File: src/hw/rtl/tvb_minmod_slope_limiter_top_defines.svh
// ----------------------------------------------------------------------------
// TVB minmod slope limiter: assertion macros
// Shared concurrent assertion forms; expect i_clk and i_rst_n in scope.
// ----------------------------------------------------------------------------
`ifndef TVB_MINMOD_SLOPE_LIMITER_TOP_DEFINES_SVH
`define TVB_MINMOD_SLOPE_LIMITER_TOP_DEFINES_SVH

// same-cycle implication
`define TVB_ASSERT_IMP(label, ante, cons, msg) \
    label: assert property (@(posedge i_clk) disable iff (!i_rst_n) \
        (ante) |-> (cons)) else $error(msg);

// next-cycle implication
`define TVB_ASSERT_NXT(label, ante, cons, msg) \
    label: assert property (@(posedge i_clk) disable iff (!i_rst_n) \
        (ante) |=> (cons)) else $error(msg);

`endif

File: src/hw/rtl/tvb_mm_pkg.sv
// ----------------------------------------------------------------------------
// TVB minmod slope limiter package
// Types, register codes and sizing helpers shared by the limiter modules.
// ----------------------------------------------------------------------------
`default_nettype none

package tvb_mm_pkg;

    localparam int NUM_LANES = 3;
    localparam int MUL_CHUNK = 16;

    localparam int SCALE_W   = 21;
    localparam int BOUND_W   = 31;
    localparam int CFG_W     = 31;
    localparam int CFG_IDX_W = 1;

    localparam logic [CFG_IDX_W-1:0] CFG_NEIGHBOR_SCALE    = 1'b0;
    localparam logic [CFG_IDX_W-1:0] CFG_SMALL_SLOPE_BOUND = 1'b1;

    localparam logic [SCALE_W-1:0] SCALE_RESET = 21'd65536;
    localparam logic [BOUND_W-1:0] BOUND_RESET = 31'd0;

    typedef enum logic [2:0] {
        S_IDLE,
        S_DIV,
        S_AVG,
        S_HOLD,
        S_DIFF,
        S_MUL,
        S_EMIT_HELD,
        S_EMIT_CUR
    } t_state;

    typedef struct packed {
        logic cur_load;
        logic div_step;
        logic avg_load;
        logic diff_load;
        logic mul_step;
        logic hold_load;
        logic before_load;
        logic sel_cur;
        logic edge_cell;
    } t_lane_ctrl;

    // chunks of (|curv| + 6) >> 2 multiplied by the reciprocal of 3
    function automatic int div_steps(int coef_w);
        return (coef_w - 2 + MUL_CHUNK - 1) / MUL_CHUNK;
    endfunction

    // chunks of the difference magnitude (coef_w + 1 bits)
    function automatic int mul_steps(int coef_w);
        return (coef_w + 1 + MUL_CHUNK - 1) / MUL_CHUNK;
    endfunction

endpackage

`default_nettype wire

File: src/hw/rtl/tvb_mm_ctrl.sv
// ----------------------------------------------------------------------------
// TVB minmod sequencer
// Steps each cell through divide, multiply and emit phases; tracks the window.
// ----------------------------------------------------------------------------
`default_nettype none

`include "tvb_minmod_slope_limiter_top_defines.svh"

module tvb_mm_ctrl #(
    parameter int COEF_WIDTH = 32
) (
    input  wire logic                   i_clk,
    input  wire logic                   i_rst_n,
    input  wire logic                   i_s_tvalid,
    input  wire logic                   i_s_tlast,
    input  wire logic                   i_out_free,
    output logic                        o_s_tready,
    output tvb_mm_pkg::t_lane_ctrl      o_ctrl,
    output logic                        o_out_load,
    output logic                        o_out_last
);
    import tvb_mm_pkg::*;

    localparam int DIV_STEPS = div_steps(COEF_WIDTH);
    localparam int MUL_STEPS = mul_steps(COEF_WIDTH);
    localparam int MAX_STEPS = (DIV_STEPS > MUL_STEPS) ? DIV_STEPS : MUL_STEPS;
    localparam int CNT_W     = $clog2(MAX_STEPS + 1);

    t_state           r_state, n_state;
    logic [CNT_W-1:0] r_cnt, n_cnt;
    logic             r_have_held, n_have_held;
    logic             r_first, n_first;
    logic             r_last;

    always_ff @(posedge i_clk) begin
        if (!i_rst_n) begin
            r_state     <= S_IDLE;
            r_cnt       <= '0;
            r_have_held <= 1'b0;
            r_first     <= 1'b0;
            r_last      <= 1'b0;
        end else begin
            r_state     <= n_state;
            r_cnt       <= n_cnt;
            r_have_held <= n_have_held;
            r_first     <= n_first;
            if (i_s_tvalid && o_s_tready) begin
                r_last <= i_s_tlast;
            end
        end
    end

    always_comb begin
        n_state     = r_state;
        n_cnt       = r_cnt;
        n_have_held = r_have_held;
        n_first     = r_first;
        o_s_tready  = 1'b0;
        o_ctrl      = '0;
        o_out_load  = 1'b0;
        o_out_last  = 1'b0;
        unique case (r_state)
            S_IDLE: begin
                o_s_tready = 1'b1;
                if (i_s_tvalid) begin
                    o_ctrl.cur_load = 1'b1;
                    n_cnt           = CNT_W'(DIV_STEPS - 1);
                    n_state         = S_DIV;
                end
            end
            S_DIV: begin
                o_ctrl.div_step = 1'b1;
                if (r_cnt == '0) begin
                    n_state = S_AVG;
                end else begin
                    n_cnt = r_cnt - 1'b1;
                end
            end
            S_AVG: begin
                o_ctrl.avg_load = 1'b1;
                if (!r_have_held) begin
                    n_state = r_last ? S_EMIT_CUR : S_HOLD;
                end else if (r_first) begin
                    n_state = S_EMIT_HELD;
                end else begin
                    n_state = S_DIFF;
                end
            end
            S_HOLD: begin
                o_ctrl.hold_load = 1'b1;
                n_have_held      = 1'b1;
                n_first          = 1'b1;
                n_state          = S_IDLE;
            end
            S_DIFF: begin
                o_ctrl.diff_load = 1'b1;
                n_cnt            = CNT_W'(MUL_STEPS - 1);
                n_state          = S_MUL;
            end
            S_MUL: begin
                o_ctrl.mul_step = 1'b1;
                if (r_cnt == '0) begin
                    n_state = S_EMIT_HELD;
                end else begin
                    n_cnt = r_cnt - 1'b1;
                end
            end
            S_EMIT_HELD: begin
                o_ctrl.edge_cell = r_first;
                if (i_out_free) begin
                    o_out_load         = 1'b1;
                    o_ctrl.before_load = 1'b1;
                    n_first            = 1'b0;
                    if (r_last) begin
                        n_have_held = 1'b0;
                        n_state     = S_EMIT_CUR;
                    end else begin
                        o_ctrl.hold_load = 1'b1;
                        n_state          = S_IDLE;
                    end
                end
            end
            S_EMIT_CUR: begin
                o_ctrl.sel_cur   = 1'b1;
                o_ctrl.edge_cell = 1'b1;
                o_out_last       = 1'b1;
                if (i_out_free) begin
                    o_out_load = 1'b1;
                    n_state    = S_IDLE;
                end
            end
            default: begin
                n_state = S_IDLE;
            end
        endcase
    end

    `TVB_ASSERT_IMP(a_load_free, o_out_load, i_out_free, "result loaded over a waiting result")
    `TVB_ASSERT_IMP(a_held_present, (r_state == S_DIFF) || (r_state == S_MUL) || (r_state == S_EMIT_HELD), r_have_held, "neighbor phase without a held cell")
    `TVB_ASSERT_NXT(a_one_cell, i_s_tvalid && o_s_tready, !o_s_tready, "second transfer taken while a cell is in work")

endmodule

`default_nettype wire

File: config.mk
export PLATFORM = sky130hd
export DESIGN_NAME = tvb_mm_ctrl
export DESIGN_NICKNAME = d
export VERILOG_FILES = /design/src/hw/rtl/tvb_mm_pkg.sv /design/src/hw/rtl/tvb_mm_ctrl.sv
export VERILOG_INCLUDE_DIRS = /design/src /design/src/hw/rtl
export SDC_FILE = /design/constraint.sdc
export NUM_CORES = 1
export LEC_CHECK = 0
export ABC_AREA = 1
export BUFFER_PORTS_ARGS = -buffer_cell sky130_fd_sc_hd__clkbuf_2
export CAP_MARGIN = 40
export CORE_AREA = 5 5 42 44
export DETAILED_ROUTE_END_ITERATION = 10
export DIE_AREA = 0 0 47 49
export GPL_ROUTABILITY_DRIVEN = 0
export PLACE_DENSITY_LB_ADDON = 0.1
export REMOVE_ABC_BUFFERS = 1
export SETUP_SLACK_MARGIN = 0.15
export SYNTH_ARGS = -nofsm -noshare
export SYNTH_HDL_FRONTEND = slang
export SYNTH_SLANG_ARGS = --single-unit
File: constraint.sdc
create_clock -name i_clk -period 1.15 [get_ports i_clk]
set_input_delay 0.0575 -clock i_clk [delete_from_list [all_inputs] [get_ports i_clk]]
set_output_delay 0.0575 -clock i_clk [all_outputs]
set_load 0.01 [all_outputs]
; ---- Word-level counts from Yosys, hierarchy flattened
; Index checks and enable logic that the tools add are counted.
[word_totals]
out_inout_bits = 12
wordCells = 64
regBits = 8
input_bits = 5
[classes]
mux = 33
eq_ne = 14
n_reduce_logical = 11
addsub = 1
[ops]
columns = op, n
row1 = $mux 3, 8
row2 = $pmux 3 s8, 1
row3 = $mux 1, 15
row4 = $ne 2x2->1 const B, 7
row5 = $eq 3x3->1 const B, 4
row6 = $mux 2, 4
row7 = $pmux 1 s2, 4
row8 = $eq 3x2->1 const B, 2
row9 = $pmux 2 s3, 1
row10 = $reduce_and 3->1, 2
row11 = $reduce_and 5->1, 1
row12 = $reduce_or 2->1, 2
row13 = $eq 3x1->1 const B, 1
row14 = $logic_not 3->1, 1
row15 = $reduce_bool 3->1, 1
row16 = $logic_not 2->1, 1
row17 = $reduce_and 2->1, 1
row18 = $reduce_bool 2->1, 1
row19 = $sub 2x1->2 const B, 1
row20 = $logic_and 1x1->1, 1

; ---- Longest topological paths before layout
; Gate-level depths: netlist of run 1.
[depth]
word_depth = 4
depth_mapped = 7
ltp_nobuf = 7

; ---- Worst setup path before layout of run 1
; OpenSTA, ideal clock, no wires.
[synth_timing]
path_type = register to register
start = register r_cnt[0]
end = register r_cnt[1]
period_less_slack_ns = 1.104
path_slack_ns = 0.046
t_required_ns = 1.029
arrival_time_ns = 0.983
path_buffers = 0
stages_incl_launch_ff = 7
setup_ns = 0.121
cell_sequence = dfxtp_1 -> inv_1 -> ha_1 -> a21oi_1 -> o21ai_2 -> o21ai_1 -> a21oi_1
[synth_between]
elab_chain_cells = 3
elab_cells_between_ends = 6
cone_classes = 1 x add/sub / 1 x eq/ne / 2 x mux / 2 x reduce/logical
[synth_lines]
columns = element, line
row1 = "start, declared", tvb_mm_ctrl.sv:30  ; logic [CNT_W-1:0] r_cnt, n_cnt;
row2 = "start signal, assigned", tvb_mm_ctrl.sv:44  ; r_cnt <= n_cnt;
row3 = $sub 2x1->2 / $logic_not 2->1 (equally long branches), n/a
row4 = $mux 2 / $ne 2x2->1 (equally long branches), n/a
row5 = $pmux 2 s3 / $reduce_and 3->1 (equally long branches), n/a
; Parallel ways exist; a longest one is shown, timed or not. The select of a mux whose other input is x is not followed.
; A chain may end at the register's enable or synchronous reset.

==> results of run 1 <==
[kinds of logic (layout without fill, tap and decap cells)]
kind of cell / after synthesis / after routing / share of synthesized area, %
compound gates: 21 / 21 / 20.6
fa+ha+maj: 1 / 1 / 2.34
buf+inv: 23 / 48 / 18.2
flops: 8 / 8 / 29.9
simple gates: 34 / 34 / 29.0
[worst max-delay path: cells and delay by family, from the launching register on]
family / cells / cell delay, ns
buffers and inverters: 3 / 0.28
flip-flops: 1 / 0.40
AND/OR/NAND/NOR: 2 / 0.26
[path summary, 6_finish.rpt]
check | to | start | slack (ns)
setup / recovery | o_ctrl[3] | r_state[1] | -0.10
hold reg to reg | r_cnt[0] | r_cnt[0] | 0.47
hold / removal | r_last | i_s_tlast | 0.07
setup reg to reg | r_state[1] | r_cnt[0] | 0.04
[power breakdown]
| part | leakage [nW] | total, mW | internal, mW | switching, mW |
|---|---|---|---|---|
| Clock | 0.0138 | 0.213 | 0.119 | 0.0941 |
| Sequential | 0.0683 | 0.489 | 0.380 | 0.108 |
| Combinational | 0.341 | 0.995 | 0.429 | 0.566 |
| Total | 0.424 | 1.70 | 0.929 | 0.769 |
[synthesized netlist by cell type]
cell type   n
nand2_1    15
clkinv_1    1
nand2_2     4
o21ai_2     1
buf_6       1
inv_2       4
nand3b_1    1
dfxtp_1     8
inv_1      16
ha_1        1
nand3_1     1
nor2_2      2
nor3_2      1
nor2_1      9
nor3_1      1
a21oi_1     7
a31oi_1     1
o21ai_1     6
buf_4       1
o21ai_0     6
[stage by stage]
stage	utilization [%]	TNS (ns)	std cells
after floorplan	-	0	85
final	56.4	-0.206	128
after CTS	51.5	-0.330	126
after global routing	56.4	-0.958	128
after detailed placement	46.2	-0.237	121
after global placement	46.2	-0.199	121
[repair_timing]
action | 4_1_cts | 5_1_grt
buffers inserted | 2 | 2
resized for setup | 17 | 24
pin swaps | 2 | 4
endpoints found under the setup margin | 20 | 19
[state kept, by name, summed over array words and instances (netlist names)]
register	count
r_cnt	2
r_last	1
r_state	3
r_first	1
r_have_held	1
[layout make-up]
cell class | instances | share of cell area [%]
multi-input combinational | 56 | 42.7
inverter | 21 | 9.97
timing repair buffer | 24 | 19.9
sequential | 8 | 22.0
clock buffer | 3 | 2.85
tap | 16 | 2.53
[placed cells by master, fill, tap and decap left out]
| master | n |
|---|---|
| nand2_4 | 1 |
| dfxtp_4 | 3 |
| inv_1 | 12 |
| clkbuf_2 | 8 |
| o21ai_2 | 1 |
| nor2_2 | 3 |
| buf_4 | 5 |
| a31oi_1 | 1 |
| a21oi_4 | 1 |
| nor3_4 | 1 |
| ha_4 | 1 |
| o21ai_0 | 4 |
| nand2_1 | 14 |
| dfxtp_1 | 3 |
| nand3_1 | 1 |
| o21ai_1 | 8 |
| nor2_1 | 6 |
| nor2_4 | 2 |
| a21oi_1 | 6 |
| dfxtp_2 | 2 |
| nand2_2 | 4 |
| inv_2 | 8 |
| nand3b_1 | 1 |
| buf_2 | 7 |
| clkinv_1 | 1 |
| clkbuf_4 | 3 |
| nor3_2 | 1 |
| buf_6 | 4 |
[routing by layer]
metal	global-route usage (%)	vias to the layer above
li1	-	320
met4	7.83	0
met3	6.27	7
met2	23.3	17
met5	0	-
met1	17.0	271
==> flow_summary.ini, run 1 <==
[grt]
grt_max_degree = 7
gr-total-overflow = 0
grt_pass1_vias = 558
grtUsageTotal_pct = 15.1
antenna_found_initial = 0
grt_pass1_wl_um = 2450

[clock_tree]
cts_tree = built
clockBufferDepth = 2
clock-sinks = 8
htree_levels = 1
clk-insertion-delay-late_ns = 0.25
path_clk_slew_ns = 0.06
cts_buffers = 3
cts_root_buf = clkbuf_4
cts_hold_buf = 0

[run_status]
status = complete, but fails checks
violations = setup timing

[worst_hold_path]
holdPathStages = 3
hold_path.class = in -> reg

[logic_synthesis]
ys_ff_latch = 8
synth_top_area_cell = dfxtp_1
yosysUniqueCellTypes = 20
synth_area_um2 = 536
synth_top_cell_area_share_pct = 29.9
synth.area.top_cells = dfxtp_1, inv_1, nand2_1, a21oi_1, nor2_1
synth_cells = 87
avgSynthCellArea_um2 = 6.16
seq_area_frac_synth_pct = 29.9
yosys_warnings = 0

[drt]
vias = 615
viasPerCell = 4.80
wl_met3_um = 95
drt_wl_total_um = 1470
m1WireLength_um = 627
drc = 0
drt_first_pass_iters = 4
wl_per_cell_um = 11.5
dr_wl_met2_um = 715
ant_nets = 0
dr.first_iter.drc_count = 5
top_layer = met4

[sta]
setup_violations = 5
slew_headroom_pct = 87.5
hold_ws_ns = 0.0694
max_freq_ghz = 0.798
finalHoldViolations = 0
fin_skew_ns = 0.00592
fin_crit_sh_pct = 109
tightestPinTransition_ns = 0.186
finalCriticalPeriod_ns = 1.25
finalMaxSlewViolations = 0
worst_slack_ns = -0.103
rsz0062_at_grt = true

[finish]
areaGrowthSynthToFinish_pct = 47.7
fillCellCount = 153
fin_area_um2 = 791
seq_area_um2 = 174
diodes = 0
multiInputGateArea_um2 = 338
fin_nets = 120
drive_gt1_share_pct = 49.1

[setup_path]
arrival_ns = 1.20
r2r_cells = 7
critical_path_class = reg -> out
cp_max_fo = 5
path_cells = inv_2 > nor3_2 > inv_1 > nand2_1 > buf_2
critPathLaunchType = flop
critPathSlowestCell = dfxtp_4
critPathMaxStageDelay_ns = 0.40
cp.required_ns = 1.09
end_kind = primary output

[floorplanning]
die_area_mm2 = 0.00230
coreArea_mm2 = 0.00140
io_pins = 17
fp.dieW_um = 47
placementRows = 14
die_y_um = 49
start_util_pct = 38.2

[placement]
placed_area_um2 = 647
preCtsSetupSlack_ns = -0.0654
numPortBuffers = 16
dp_hpwl_um = 1100

[power_and_ir_drop]
design_power_total_mw = 1.70
max-vdd-ir-drop_v = 0.00105
leakagePower_nw = 0.424
power_density_mw_per_mm2 = 2150

[flow_run]
cap_violations = 0
Note: power is estimated with default switching activity, not from simulation.
==> run 2: changes to the inputs <==
BUFFER_PORTS_ARGS = -buffer_cell sky130_fd_sc_hd__buf_2   (was -buffer_cell sky130_fd_sc_hd__clkbuf_2)
CORE_AREA = 2 2 39 41   (was 5 5 42 44)
DIE_AREA = 0 0 41 43   (was 0 0 47 49)
SETUP_SLACK_MARGIN = 0.3   (was 0.15)
==> flow_summary.ini, run 2 (synthesis results as in run 1) <==
[floorplanning]
io_pins = 17
die_y_um = 43
fp.dieW_um = 41
start_util_pct = 38.7
die_area_mm2 = 0.00176
coreArea_mm2 = 0.00138
placementRows = 14

[sta]
rsz0062_at_grt = true
finalCriticalPeriod_ns = 1.26
max_freq_ghz = 0.796
finalMaxSlewViolations = 0
finalHoldViolations = 0
slew_headroom_pct = 87.2
fin_crit_sh_pct = 109
setup_violations = 11
tightestPinTransition_ns = 0.192
worst_slack_ns = -0.106
fin_skew_ns = 0.0104

[clock_tree]
path_clk_slew_ns = 0.06
cts_buffers = 3
htree_levels = 1
cts_tree = built
clk-insertion-delay-late_ns = 0.26
cts_root_buf = clkbuf_4
clock-sinks = 8
cts_hold_buf = 0
clockBufferDepth = 2

[finish]
drive_gt1_share_pct = 56.1
layout_common_cells = nand2_1, buf_2, inv_1, buf_6, inv_2
top_regs = r_state: 3 flops, r_cnt: 2 flops
largest_reg_flops = 3
areaGrowthSynthToFinish_pct = 65.7
fillCellCount = 125
fin_area_um2 = 887
layoutNonFillerInstCount = 130
largest_register = r_state
fin_nets = 122
diodes = 0

[setup_path]
crit_family = flip-flops
rr_endpoint = r_cnt[0]
arrival_ns = 1.20
cp_max_fo = 6
critical_path_class = reg -> out
path_common_cell = nand2_1
r2r_start = r_state[1]
critPathSlowestCell = dfxtp_4
rrSetupSlack_ns = -0.02
end_kind = primary output
path_cells = buf_6 > nor3_4 > nand2_1 > nand2_1 > buf_2
critical_path_depth = 5
r2r_cells = 6
critPathLaunch = r_state[0]
critPathMaxStageDelay_ns = 0.38
cp.required_ns = 1.09
crit_end = o_ctrl[3]
critPathLaunchType = flop
crit_buf_inv = 2

[power_and_ir_drop]
max-vdd-ir-drop_v = 0.00112
power_density_mw_per_mm2 = 2280
leakagePower_nw = 0.453

[grt]
grt_pass1_vias = 528
grtUsageTotal_pct = 19.7
gr-total-overflow = 0
grt_pass1_wl_um = 2270
grt_max_degree = 7
antenna_found_initial = 0

[placement]
numPortBuffers = 16
placed_area_um2 = 647
placedCellCount = 121
dp_hpwl_um = 1020

[drt]
wl_per_cell_um = 11.7
drt_wl_total_um = 1530
drt_first_pass_iters = 4
top_layer = met3
m1WireLength_um = 677
dr_wl_met2_um = 749
wl_met3_um = 100
viasPerCell = 4.80
vias = 624
drc = 0
ant_nets = 0
dr.first_iter.drc_count = 8

[run_status]
violations = setup timing
status = complete, but fails checks

[worst_hold_path]
holdPathStages = 3
hold_path.class = in -> reg

[flow_run]
cap_violations = 0
## run 2: cell count changes in the layout (fill, tap and decap cells not counted), sizes merged
cell and change:
buf +10, clkbuf -8
## run 2: worst reg2reg max path: stages (launching register included)
cell     delay [ns]
dfxtp_4        0.38
nor2_4         0.15
nand2_4        0.08
buf_6          0.12
o21ai_4        0.16
nand2_1        0.07
a21oi_1        0.13
## run 2: where the power goes
| group | switching (mW) | internal, mW | leakage, nW | total [mW] |
|---|---|---|---|---|
| Clock | 0.108 | 0.120 | 0.0138 | 0.228 |
| Sequential | 0.116 | 0.382 | 0.0687 | 0.499 |
| Combinational | 0.689 | 0.607 | 0.370 | 1.30 |
| Total | 0.913 | 1.11 | 0.453 | 2.02 |
## run 2: how the worst min path moves through the flow
stage	from	end	slack [ns]
2_1_floorplan	i_rst_n	r_first	0.19
3_3_place_gp	i_s_tlast	r_last	0.32
6_report	i_s_tlast	r_last	0.06
5_1_grt	i_s_tlast	r_last	0.08
4_1_cts	i_s_tlast	r_last	0.06
3_5_place_dp	i_s_tlast	r_last	0.33
## run 2: per-stage QoR
stage / utilization, % / hold WS [ns] / TNS [ns] / setup WS (ns) / total power [mW]
2_1_floorplan: - / 0.193 / 0 / 0.0456 / 0.962
3_3_place_gp: 46.7 / 0.323 / -0.217 / -0.0765 / 1.21
3_5_place_dp: 46.7 / 0.330 / -0.161 / -0.0598 / 1.20
4_1_cts: 53.2 / 0.0648 / -0.192 / -0.0783 / 1.55
5_1_grt: 64.1 / 0.0782 / -0.975 / -0.145 / 2.17
6_report: 64.1 / 0.0643 / -0.379 / -0.106 / 2.02
## run 2: metal layers
metal,track usage [%],vias to the layer above
li1,-,327
met1,24.8,281
met2,28.7,16
met3,9.42,0
met4,6.00,0
met5,0,-
## run 2: cell type report
type / instances / area [µm²] / area share [%]
tap: 16 / 20.0 / 2.26
clock buffer: 3 / 22.5 / 2.54
multi-input combinational: 56 / 385 / 43.4
sequential: 8 / 175 / 19.7
timing repair buffer: 26 / 203 / 22.8
inverter: 21 / 81.3 / 9.17
## run 2: timing repair
action | CTS | global route
setup buffers | 2 | 4
resized for setup | 22 | 30
setup endpoints to repair | 20 | 20
pin swaps | 3 | 7
endpoints found under the hold margin | 0 | 0
