--- src/hw/rtl/tvb_minmod_slope_limiter_top_defines.svh ---
// ----------------------------------------------------------------------------
// TVB minmod slope limiter: assertion macros
// Shared concurrent assertion forms; expect i_clk and i_rst_n in scope.
// ----------------------------------------------------------------------------
`ifndef TVB_MINMOD_SLOPE_LIMITER_TOP_DEFINES_SVH
`define TVB_MINMOD_SLOPE_LIMITER_TOP_DEFINES_SVH

// same-cycle implication
`define TVB_ASSERT_IMP(label, ante, cons, msg) \
    label: assert property (@(posedge i_clk) disable iff (!i_rst_n) \
        (ante) |-> (cons)) else $error(msg);

// next-cycle implication
`define TVB_ASSERT_NXT(label, ante, cons, msg) \
    label: assert property (@(posedge i_clk) disable iff (!i_rst_n) \
        (ante) |=> (cons)) else $error(msg);

`endif

--- src/hw/rtl/tvb_mm_pkg.sv ---
// ----------------------------------------------------------------------------
// TVB minmod slope limiter package
// Types, register codes and sizing helpers shared by the limiter modules.
// ----------------------------------------------------------------------------
`default_nettype none

package tvb_mm_pkg;

    localparam int NUM_LANES = 3;
    localparam int MUL_CHUNK = 16;

    localparam int SCALE_W   = 21;
    localparam int BOUND_W   = 31;
    localparam int CFG_W     = 31;
    localparam int CFG_IDX_W = 1;

    localparam logic [CFG_IDX_W-1:0] CFG_NEIGHBOR_SCALE    = 1'b0;
    localparam logic [CFG_IDX_W-1:0] CFG_SMALL_SLOPE_BOUND = 1'b1;

    localparam logic [SCALE_W-1:0] SCALE_RESET = 21'd65536;
    localparam logic [BOUND_W-1:0] BOUND_RESET = 31'd0;

    typedef enum logic [2:0] {
        S_IDLE,
        S_DIV,
        S_AVG,
        S_HOLD,
        S_DIFF,
        S_MUL,
        S_EMIT_HELD,
        S_EMIT_CUR
    } t_state;

    typedef struct packed {
        logic cur_load;
        logic div_step;
        logic avg_load;
        logic diff_load;
        logic mul_step;
        logic hold_load;
        logic before_load;
        logic sel_cur;
        logic edge_cell;
    } t_lane_ctrl;

    // chunks of (|curv| + 6) >> 2 multiplied by the reciprocal of 3
    function automatic int div_steps(int coef_w);
        return (coef_w - 2 + MUL_CHUNK - 1) / MUL_CHUNK;
    endfunction

    // chunks of the difference magnitude (coef_w + 1 bits)
    function automatic int mul_steps(int coef_w);
        return (coef_w + 1 + MUL_CHUNK - 1) / MUL_CHUNK;
    endfunction

endpackage

`default_nettype wire

--- src/hw/rtl/tvb_mm_lane.sv ---
// ----------------------------------------------------------------------------
// TVB minmod lane
// One field of a cell: average, neighbor differences and limited output.
// ----------------------------------------------------------------------------
`default_nettype none

module tvb_mm_lane #(
    parameter int COEF_WIDTH = 32,
    parameter int FRAC_BITS  = 16
) (
    input  wire logic                               i_clk,
    input  wire tvb_mm_pkg::t_lane_ctrl             i_ctrl,
    input  wire logic signed [COEF_WIDTH-1:0]       i_mean,
    input  wire logic signed [COEF_WIDTH-1:0]       i_slope,
    input  wire logic signed [COEF_WIDTH-1:0]       i_curv,
    input  wire logic [tvb_mm_pkg::SCALE_W-1:0]     i_scale,
    input  wire logic [tvb_mm_pkg::BOUND_W-1:0]     i_bound,
    output logic signed [COEF_WIDTH-1:0]            o_mean,
    output logic signed [COEF_WIDTH-1:0]            o_slope,
    output logic signed [COEF_WIDTH-1:0]            o_curv
);
    import tvb_mm_pkg::*;

    localparam int W         = COEF_WIDTH;
    localparam int YW        = W - 2;
    localparam int DIV_STEPS = div_steps(W);
    localparam int DQ_W      = DIV_STEPS * MUL_CHUNK;
    localparam int RCP_W     = W - 1;
    localparam int QA_W      = DQ_W + RCP_W;
    localparam int DM_W      = W + 1;
    localparam int MP_W      = mul_steps(W) * MUL_CHUNK;
    localparam int ACC_W     = MP_W + SCALE_W;
    localparam int MW        = ACC_W + 1 - FRAC_BITS;
    localparam int CW        = W + BOUND_W + MW;

    localparam logic signed [W+1:0] SMAX = $signed({3'b000, {(W-1){1'b1}}});
    localparam logic signed [W+1:0] SMIN = -SMAX - 1;
    localparam logic [ACC_W:0]      HALF = (ACC_W+1)'(1) << (FRAC_BITS - 1);

    // ceil(2^W / 3): exact floor(y / 3) as (y * RCP3) >> W for y below 2^(W-2)
    localparam logic [W+1:0]     RCP_FULL = (((W+2)'(1) << W) + (W+2)'(2)) / (W+2)'(3);
    localparam logic [RCP_W-1:0] RCP3     = RCP_W'(RCP_FULL);

    logic signed [W-1:0] r_mean, r_slope, r_curv, r_cur_avg;
    logic signed [W-1:0] r_h_mean, r_h_slope, r_h_curv, r_h_avg, r_b_avg;
    logic                r_neg;
    logic [DQ_W-1:0]     r_dq;
    logic [QA_W-1:0]     r_qacc;
    logic [MP_W-1:0]     r_dm_l, r_dm_r;
    logic                r_neg_l, r_neg_r;
    logic [ACC_W-1:0]    r_acc_l, r_acc_r;

    // quotient load
    logic [W-1:0]  c_abs, c_abs6;
    logic [YW-1:0] c_y;

    assign c_abs  = i_curv[W-1] ? W'(-i_curv) : W'(i_curv);
    assign c_abs6 = c_abs + W'(6);
    assign c_y    = c_abs6[W-1:2];

    // reciprocal multiply, MSB chunk first
    logic [MUL_CHUNK+RCP_W-1:0] q_p;

    assign q_p = r_dq[DQ_W-1 -: MUL_CHUNK] * RCP3;

    // average with saturation
    logic signed [W+1:0] q_s, a_sum;
    logic signed [W-1:0] a_sat;

    assign q_s   = $signed((W+2)'(r_qacc[QA_W-1:W]));
    assign a_sum = (W+2)'(r_mean) + (r_neg ? -q_s : q_s);
    always_comb begin
        if (a_sum > SMAX) begin
            a_sat = W'(SMAX);
        end else if (a_sum < SMIN) begin
            a_sat = W'(SMIN);
        end else begin
            a_sat = W'(a_sum);
        end
    end

    // neighbor differences
    logic signed [W:0] d_l, d_r;
    logic [DM_W-1:0]   dm_l, dm_r;

    assign d_l  = (W+1)'(r_h_avg) - (W+1)'(r_b_avg);
    assign d_r  = (W+1)'(r_cur_avg) - (W+1)'(r_h_avg);
    assign dm_l = d_l[W] ? DM_W'(-d_l) : DM_W'(d_l);
    assign dm_r = d_r[W] ? DM_W'(-d_r) : DM_W'(d_r);

    // chunked multiply, MSB chunk first
    logic [MUL_CHUNK+SCALE_W-1:0] p_l, p_r;

    assign p_l = r_dm_l[MP_W-1 -: MUL_CHUNK] * i_scale;
    assign p_r = r_dm_r[MP_W-1 -: MUL_CHUNK] * i_scale;

    always_ff @(posedge i_clk) begin
        if (i_ctrl.cur_load) begin
            r_mean  <= i_mean;
            r_slope <= i_slope;
            r_curv  <= i_curv;
            r_neg   <= i_curv[W-1];
            r_dq    <= DQ_W'(c_y);
            r_qacc  <= '0;
        end else if (i_ctrl.div_step) begin
            r_dq   <= r_dq << MUL_CHUNK;
            r_qacc <= (r_qacc << MUL_CHUNK) + QA_W'(q_p);
        end
        if (i_ctrl.avg_load) begin
            r_cur_avg <= a_sat;
        end
        if (i_ctrl.diff_load) begin
            r_dm_l  <= MP_W'(dm_l);
            r_dm_r  <= MP_W'(dm_r);
            r_neg_l <= d_l[W];
            r_neg_r <= d_r[W];
            r_acc_l <= '0;
            r_acc_r <= '0;
        end else if (i_ctrl.mul_step) begin
            r_dm_l  <= r_dm_l << MUL_CHUNK;
            r_dm_r  <= r_dm_r << MUL_CHUNK;
            r_acc_l <= (r_acc_l << MUL_CHUNK) + ACC_W'(p_l);
            r_acc_r <= (r_acc_r << MUL_CHUNK) + ACC_W'(p_r);
        end
        if (i_ctrl.hold_load) begin
            r_h_mean  <= r_mean;
            r_h_slope <= r_slope;
            r_h_curv  <= r_curv;
            r_h_avg   <= r_cur_avg;
        end
        if (i_ctrl.before_load) begin
            r_b_avg <= r_h_avg;
        end
    end

    // rounded scaled difference magnitudes
    logic [ACC_W:0] rd_l, rd_r;
    logic [MW-1:0]  m_l, m_r;

    assign rd_l = (ACC_W+1)'(r_acc_l) + HALF;
    assign rd_r = (ACC_W+1)'(r_acc_r) + HALF;
    assign m_l  = rd_l[ACC_W:FRAC_BITS];
    assign m_r  = rd_r[ACC_W:FRAC_BITS];

    // limiter on the selected cell
    logic signed [W-1:0] s_mean, s_slope, s_curv, s_avg, lim;
    logic                s_neg, keep, mm_ok, changed;
    logic [W-1:0]        s_abs, mn_w;
    logic [CW-1:0]       mn;

    assign s_mean  = i_ctrl.sel_cur ? r_mean    : r_h_mean;
    assign s_slope = i_ctrl.sel_cur ? r_slope   : r_h_slope;
    assign s_curv  = i_ctrl.sel_cur ? r_curv    : r_h_curv;
    assign s_avg   = i_ctrl.sel_cur ? r_cur_avg : r_h_avg;
    assign s_neg   = s_slope[W-1];
    assign s_abs   = s_neg ? W'(-s_slope) : W'(s_slope);
    assign keep    = CW'(s_abs) <= CW'(i_bound);
    assign mm_ok   = (m_l != '0) && (m_r != '0) && (r_neg_l == s_neg) && (r_neg_r == s_neg);

    always_comb begin
        mn = CW'(s_abs);
        if (CW'(m_l) < mn) begin
            mn = CW'(m_l);
        end
        if (CW'(m_r) < mn) begin
            mn = CW'(m_r);
        end
    end

    assign mn_w = mn[W-1:0];

    always_comb begin
        if (keep) begin
            lim = s_slope;
        end else if (i_ctrl.edge_cell || !mm_ok) begin
            lim = '0;
        end else begin
            lim = s_neg ? $signed(-mn_w) : $signed(mn_w);
        end
    end

    assign changed = lim != s_slope;
    assign o_mean  = changed ? s_avg : s_mean;
    assign o_slope = lim;
    assign o_curv  = changed ? '0 : s_curv;

endmodule

`default_nettype wire

--- config.mk ---
export PLATFORM = sky130hd
export DESIGN_NAME = tvb_mm_lane
export DESIGN_NICKNAME = d
export VERILOG_FILES = /design/src/hw/rtl/tvb_minmod_slope_limiter_top_defines.svh /design/src/hw/rtl/tvb_mm_pkg.sv /design/src/hw/rtl/tvb_mm_lane.sv
export SDC_FILE = /design/constraint.sdc
export NUM_CORES = 2
export LEC_CHECK = 0
export BUFFER_PORTS_ARGS = -buffer_cell sky130_fd_sc_hd__buf_2
export CAP_MARGIN = 20
export CORE_UTILIZATION = 65
export CTS_BUF_LIST = sky130_fd_sc_hd__clkbuf_8
export DETAILED_ROUTE_END_ITERATION = 8
export HOLD_SLACK_MARGIN = 0.12
export MAX_ROUTING_LAYER = met4
export PLACE_DENSITY = 0.82
export SLEW_MARGIN = 20
export SYNTH_ARGS = -nofsm -noshare
export SYNTH_HDL_FRONTEND = slang
export SYNTH_SLANG_ARGS = --single-unit
--- constraint.sdc ---
create_clock -name i_clk -period 23.4 [get_ports i_clk]
set_input_delay 2.34 -clock i_clk [delete_from_list [all_inputs] [get_ports i_clk]]
set_output_delay 2.34 -clock i_clk [all_outputs]
set_load 0.1 [all_outputs]
Yosys cells after proc, flatten, opt, wreduce, memory -nomap -nowiden
Cells that the tools add are included.
{"block": "totals", "register_bits": 620, "inputBits": 158, "out_inout_bits": 96, "elab_cells": 79}
{"block": "op_classes", "add_sub_neg": 15, "mul": 3, "n_lt_le_gt_ge": 5, "eq_ne": 3, "n_mux": 23, "n_reduce_logical": 9}
{"operator": "two-way mux 32 bit", "n": 13}
{"operator": "two-way mux 33 bit", "n": 6}
{"operator": "adder 69 x 16 -> 70 bit (second input constant)", "n": 2}
{"operator": "adder 69 x 37 -> 69 bit", "n": 2}
{"operator": "nonzero test 54 bit", "n": 2}
{"operator": "negation 32 bit", "n": 3}
{"operator": "multiplier 16 x 21 -> 37 bit", "n": 2}
{"operator": "negation 33 bit", "n": 2}
{"operator": "subtractor 32 x 32 -> 33 bit", "n": 2}
{"operator": "adder 63 x 47 -> 63 bit", "n": 1}
{"operator": "two-way mux 30 bit", "n": 2}
{"operator": "less-than comparator 54 x 32 -> 1 bit", "n": 1}
{"operator": "less-than comparator 54 bit", "n": 1}
{"operator": "two-way mux 54 bit", "n": 1}
{"operator": "multiplier 16 x 30 -> 46 bit (second input constant)", "n": 1}
{"operator": "adder 32 x 34 -> 34 bit", "n": 1}
{"operator": "> comparator 34 x 32 -> 1 bit (second input constant)", "n": 1}
{"operator": "less-than comparator 34 x 32 -> 1 bit (second input constant)", "n": 1}
{"operator": "two-way mux 34 bit", "n": 1}
{"operator": "negation 31 -> 34 bit", "n": 1}
{"operator": "adder 32 x 3 -> 32 bit (second input constant)", "n": 1}
{"operator": "<= comparator 32 x 31 -> 1 bit", "n": 1}
{"operator": "!= test 32 bit", "n": 1}
{"operator": "nonzero test 2 bit", "n": 2}
{"operator": "4 further kinds", "n": 7}

Depth between registers and ports, before layout
{"block": "logic_depth", "word_depth": 13, "depth_mapped": 53, "ltp_nobuf": 44}

Worst setup path after synthesis
OpenSTA, ideal clock, no wires.
{"block": "synth_path", "path_kind": "input to output", "start": "input i_ctrl[1] (netlist name)", "end": "output o_curv[10]", "arrival_time_ns": 15.033, "required_time_ns": 21.060, "slack_ns": 6.027, "stages": 51, "path_buffers": 12, "path_cell_list": "buf_6 > buf_2 > buf_2 > buf_1 > clkbuf_1 > buf_1 > mux2i_1 > inv_1 > xnor2_1 > inv_1 > ha_1 > a211oi_1 > nand2_1 > a211o_1 > o41ai_1 > a2111oi_2 > o41a_2 > nor2_1 > [15 not listed] > ha_1 > inv_1 > or4_1 > or3_1 > clkbuf_1 > nor2_1 > and3_1 > nand3b_1 > mux2i_1 > and3b_1 > mux2i_1 > a211o_1 > or4b_1 > a2111o_1 > a2111o_1 > clkbuf_1 > clkbuf_1 > nor2_1"}
{"block": "synth_between", "elab_chain_cells": 13, "elab_cells_between_ends": 21, "cone_classes": "add/sub: 2; order compare: 3; eq/ne: 3; mux: 9; reduce/logical: 4"}
{"item": "start, declared", "line_no": "tvb_mm_lane.sv:12", "rtl": "input wire tvb_mm_pkg::t_lane_ctrl i_ctrl,"}
{"item": "two-way mux 32 bit", "line_no": "tvb_mm_lane.sv:152", "rtl": "assign s_slope = i_ctrl.sel_cur ? r_slope : r_h_slope;"}
{"item": "negation 32 bit", "line_no": "tvb_mm_lane.sv:156", "rtl": "assign s_abs = s_neg ? W'(-s_slope) : W'(s_slope);"}
{"item": "two-way mux 32 bit", "line_no": "tvb_mm_lane.sv:156"}
{"item": "less-than comparator 54 x 32 -> 1 bit", "line_no": "tvb_mm_lane.sv:162", "rtl": "if (CW'(m_l) < mn) begin"}
{"item": "two-way mux 54 bit", "line_no": "tvb_mm_lane.sv:162"}
{"item": "less-than comparator 54 bit", "line_no": "tvb_mm_lane.sv:165", "rtl": "if (CW'(m_r) < mn) begin"}
{"item": "two-way mux 32 bit", "line_no": "tvb_mm_lane.sv:165"}
{"item": "negation 32 bit", "line_no": "tvb_mm_lane.sv:178", "rtl": "lim = s_neg ? $signed(-mn_w) : $signed(mn_w);"}
{"item": "two-way mux 32 bit", "line_no": "tvb_mm_lane.sv:178"}
{"item": "two-way mux 32 bit", "line_no": "tvb_mm_lane.sv:175", "rtl": "end else if (i_ctrl.edge_cell || !mm_ok) begin"}
{"item": "two-way mux 32 bit", "line_no": "tvb_mm_lane.sv:173", "rtl": "if (keep) begin"}
{"item": "!= test 32 bit", "line_no": "tvb_mm_lane.sv:182", "rtl": "assign changed = lim != s_slope;"}
{"item": "two-way mux 32 bit *", "line_no": "tvb_mm_lane.sv:185", "rtl": "assign o_curv = changed ? '0 : s_curv;"}
{"item": "end, declared", "line_no": "tvb_mm_lane.sv:20", "rtl": "output logic signed [COEF_WIDTH-1:0] o_curv"}
Mark *: on every way between the ends. The rest lies on a longest branch, timed or not.

Worst setup path after layout
{"block": "layout_path", "start": "input i_ctrl[1] (netlist name)", "end": "output o_mean[25]"}
{"block": "layout_between", "elab_chain_cells": 13, "elab_cells_between_ends": 22, "cone_classes": "add/sub: 2; order compare: 3; eq/ne: 3; mux: 10; reduce/logical: 4"}
{"item": "two-way mux 32 bit", "line_no": "tvb_mm_lane.sv:152"}
{"item": "negation 32 bit", "line_no": "tvb_mm_lane.sv:156"}
{"item": "two-way mux 32 bit", "line_no": "tvb_mm_lane.sv:156"}
{"item": "less-than comparator 54 x 32 -> 1 bit", "line_no": "tvb_mm_lane.sv:162"}
{"item": "two-way mux 54 bit", "line_no": "tvb_mm_lane.sv:162"}
{"item": "less-than comparator 54 bit", "line_no": "tvb_mm_lane.sv:165"}
{"item": "two-way mux 32 bit", "line_no": "tvb_mm_lane.sv:165"}
{"item": "negation 32 bit", "line_no": "tvb_mm_lane.sv:178"}
{"item": "two-way mux 32 bit", "line_no": "tvb_mm_lane.sv:178"}
{"item": "two-way mux 32 bit", "line_no": "tvb_mm_lane.sv:175"}
{"item": "two-way mux 32 bit", "line_no": "tvb_mm_lane.sv:173"}
{"item": "!= test 32 bit", "line_no": "tvb_mm_lane.sv:182"}
{"item": "two-way mux 32 bit *", "line_no": "tvb_mm_lane.sv:183", "rtl": "assign o_mean = changed ? s_avg : s_mean;"}
{"item": "end, declared", "line_no": "tvb_mm_lane.sv:18", "rtl": "output logic signed [COEF_WIDTH-1:0] o_mean,"}
Marked as above.

==> results.md <==
* Initial Utilization at 65.5%
* WS Path Type: primary input to output port
* Cells after synthesis at 7,873
* Crit-path max cell delay at 1.05 ns
* Vias at 60,900
* Outcome: completed
* Largest family of logic cells by synthesized area: adder cells
* CP max FO at 77
* Synthesis Warnings at 0
* Initial antenna violation count at 25
* DP HPWL at 181,000 um
* Synth Area in Compound Gates at 11.2%
* TNS Setup at 0 ns
* GRT Overall Usage at 43.2%
* Share of cells above drive strength 1 at 8.46%
* Area fraction in and, or, nand and nor cells after synthesis at 17.1%
* Synth Area in XOR/XNOR at 6.27%
* Setup Skew at 0.0963 ns
* Clock sinks at 618
* Synth cell types at 102
* Hold WC Path Type: flip-flop to flip-flop
* Worst EP arrival at 18.07 ns
* Worst Path Required at 21.06 ns
* Syn avg cell area at 9.04 um2
* Post-CTS sizing at 0
* Pin count of the biggest net entering global routing at 144
* Syn-to-layout area delta at 6.64%
* FF+latch count, synth at 618
* Post-synthesis mux area share at 5.47%
* ANT nets after route at 0
* Worst-path clk slew at 0.06 ns
* IO Pins at 254
* Commonest non-fill, non-tap cell in the layout: inv_1
* WL per Instance at 24.5 um
* Async SR Flop Fraction at 0%
* Predominant post-synthesis flop cell: edfxtp_1
* DRC at 0
* 1st-pass router iterations at 8
* Synthesized-area fraction occupied by adder cells at 29.4%
* Die W at 333 um
* Synth top area share at 18.4%
* First-pass GRT wire length at 355,000 um
* CP most frequent cell: a21oi_1
* Final Hold Viols at 0
* Highest-delay cell along the critical path: mux2i_1
* Clock tree from TritonCTS: yes
* Via density at 6.40
* Unrepaired setup endpoints after global routing: false
* Clock tree buffer depth at 3
* Initial DRC count at 6,175
* Tmin final at 20.41 ns
* Fmax at 49.0 MHz
* CTS Hold Buffers Added at 0
* Fin crit share at 87.2%
* Core Region at 109,000 um2
* Row count at 121
* Post-synthesis sequential area ratio at 22.8%
* Gr ovfl total at 0
* Slew Limit Fails at 0
* GPL Wtd Cong at 1.08
* Area leader, netlist: fa_1
* Max_cap viols at 0
* Setup Viol. Count Final at 0
* Measured slew at the worst slew-check pin at 1.19 ns
* H-tree levels at 3
* Port Buf Inserts at 253
* Setup crit end kind: output port
* Root buf cell: clkbuf_8
* Startpoint Class: primary input
* Clk_lat worst skew at 0.86 ns
* Most frequent cells in the layout: inv_1 (1,072), nand2_1 (743), fa_1 (655)
* Die Footprint at 111,000 um2
* EDFF count, synth at 386
* Final WL at 233,000 um
* Post-CTS Setup Bufs at 0
* Vias in the first global route at 60,300
* Top cells by area, synth: fa_1 (18%), edfxtp_1 (16%), ha_1 (11%), dfxtp_1 (6.5%), inv_1 (5.5%)
* Overall die height at 333 um
* Post-synthesis cell area at 71,200 um2
* Layout Nets at 9,420
* Worst slew margin at 18.3%
* CTS Buf Count at 106
==> state kept, by name, indices dropped and copies added, names as in the netlist <==
register   cells
r_curv        32
r_cur_avg     32
r_acc_l       69
r_h_avg       32
r_dm_l        48
r_qacc        62
r_h_slope     32
r_neg_l        1
r_dq          32
r_mean        32
r_neg_r        1
r_dm_r        48
r_acc_r       69
r_h_mean      32
r_b_avg       32
r_slope       32
r_h_curv      32
==> routing by layer <==
layer | vias to the layer above | global-route usage [%] | routed length (um)
met3 | 745 | 8.96 | 24100
met2 | 3446 | 66.2 | 105000
met4 | 0 | 23.3 | 14500
li1 | 27000 | - | -
met1 | 29700 | 53.6 | 89300
met5 | - | - | 0
==> final cells by class <==
type                            instances  area (um2)
Multi-Input combinational cell       5851       49600
Clock buffer                          113        1560
Fill cell                            8389       32800
Tap cell                             1414        1770
Clock inverter                         81         604
Inverter                             1037        3890
Sequential cell                       618       16200
Timing Repair Buffer                  369        2180
Antenna cell                           29        72.6
==> critical path: cells and delay by family <==
kind,cells,cell delay (ns)
xor+xnor,1,0.53
buf+inv,7,2.99
compound gates,18,5.14
simple gates,12,3.47
fa+ha+maj,3,0.88
mux,4,2.60
==> final timing paths <==
check | from | to | slack (ns) | cells after the start
min | r_dm_r[26] | r_dm_r[42] | 0.45 | 2
max | i_ctrl[1] | o_mean[25] | 2.99 | 45
min reg2reg | r_dm_r[26] | r_dm_r[42] | 0.45 | 2
max reg2reg | r_dq[19] | r_qacc[53] | 12.45 | 36
==> cell usage after synthesis, types with 32 or more instances <==
library cell,count
o21ai_0,217
o31ai_1,57
inv_1,1035
nor3_1,166
dfxtp_1,232
a21o_1,116
and3_1,73
xnor2_1,336
mux2_2,52
ha_1,624
fa_1,655
a21oi_1,288
xor2_1,174
nand3_1,161
and2_1,270
clkbuf_1,328
mux4_2,32
nor4_1,55
nand4_1,110
a211oi_1,95
edfxtp_1,386
nor2_1,603
or4_1,37
mux2i_1,249
or2_2,34
o21bai_1,40
o21a_1,39
a31oi_1,53
nand2_1,744
or3_1,105
nor2b_1,38
==> cell families after synthesis <==
logic type | count (synthesis)
XOR/XNOR | 510
buffers and inverters | 1425
other | 1
flip-flops | 618
AND/OR/NAND/NOR | 2512
AO/OA/AOI/OAI | 1188
adder cells (fa/ha/maj) | 1280
multiplexers | 339
==> stage by stage <==
stage,utilization (%),worst slack [ns],cells,cell area (um2),hold WS [ns]
3_5_place_dp,67.8,3.37,9289,73700,0.435
4_1_cts,69.8,3.31,9483,75800,0.445
6_report,69.8,2.99,9512,75900,0.445
2_1_floorplan,-,6.03,7894,71300,0.420
5_1_grt,69.8,2.28,9506,75900,0.450
3_3_place_gp,67.8,3.46,9289,73700,0.428
Power is left out: the tool's default activity adds up to more than one toggle a clock period on the data nets, which glitch-free logic cannot reach.
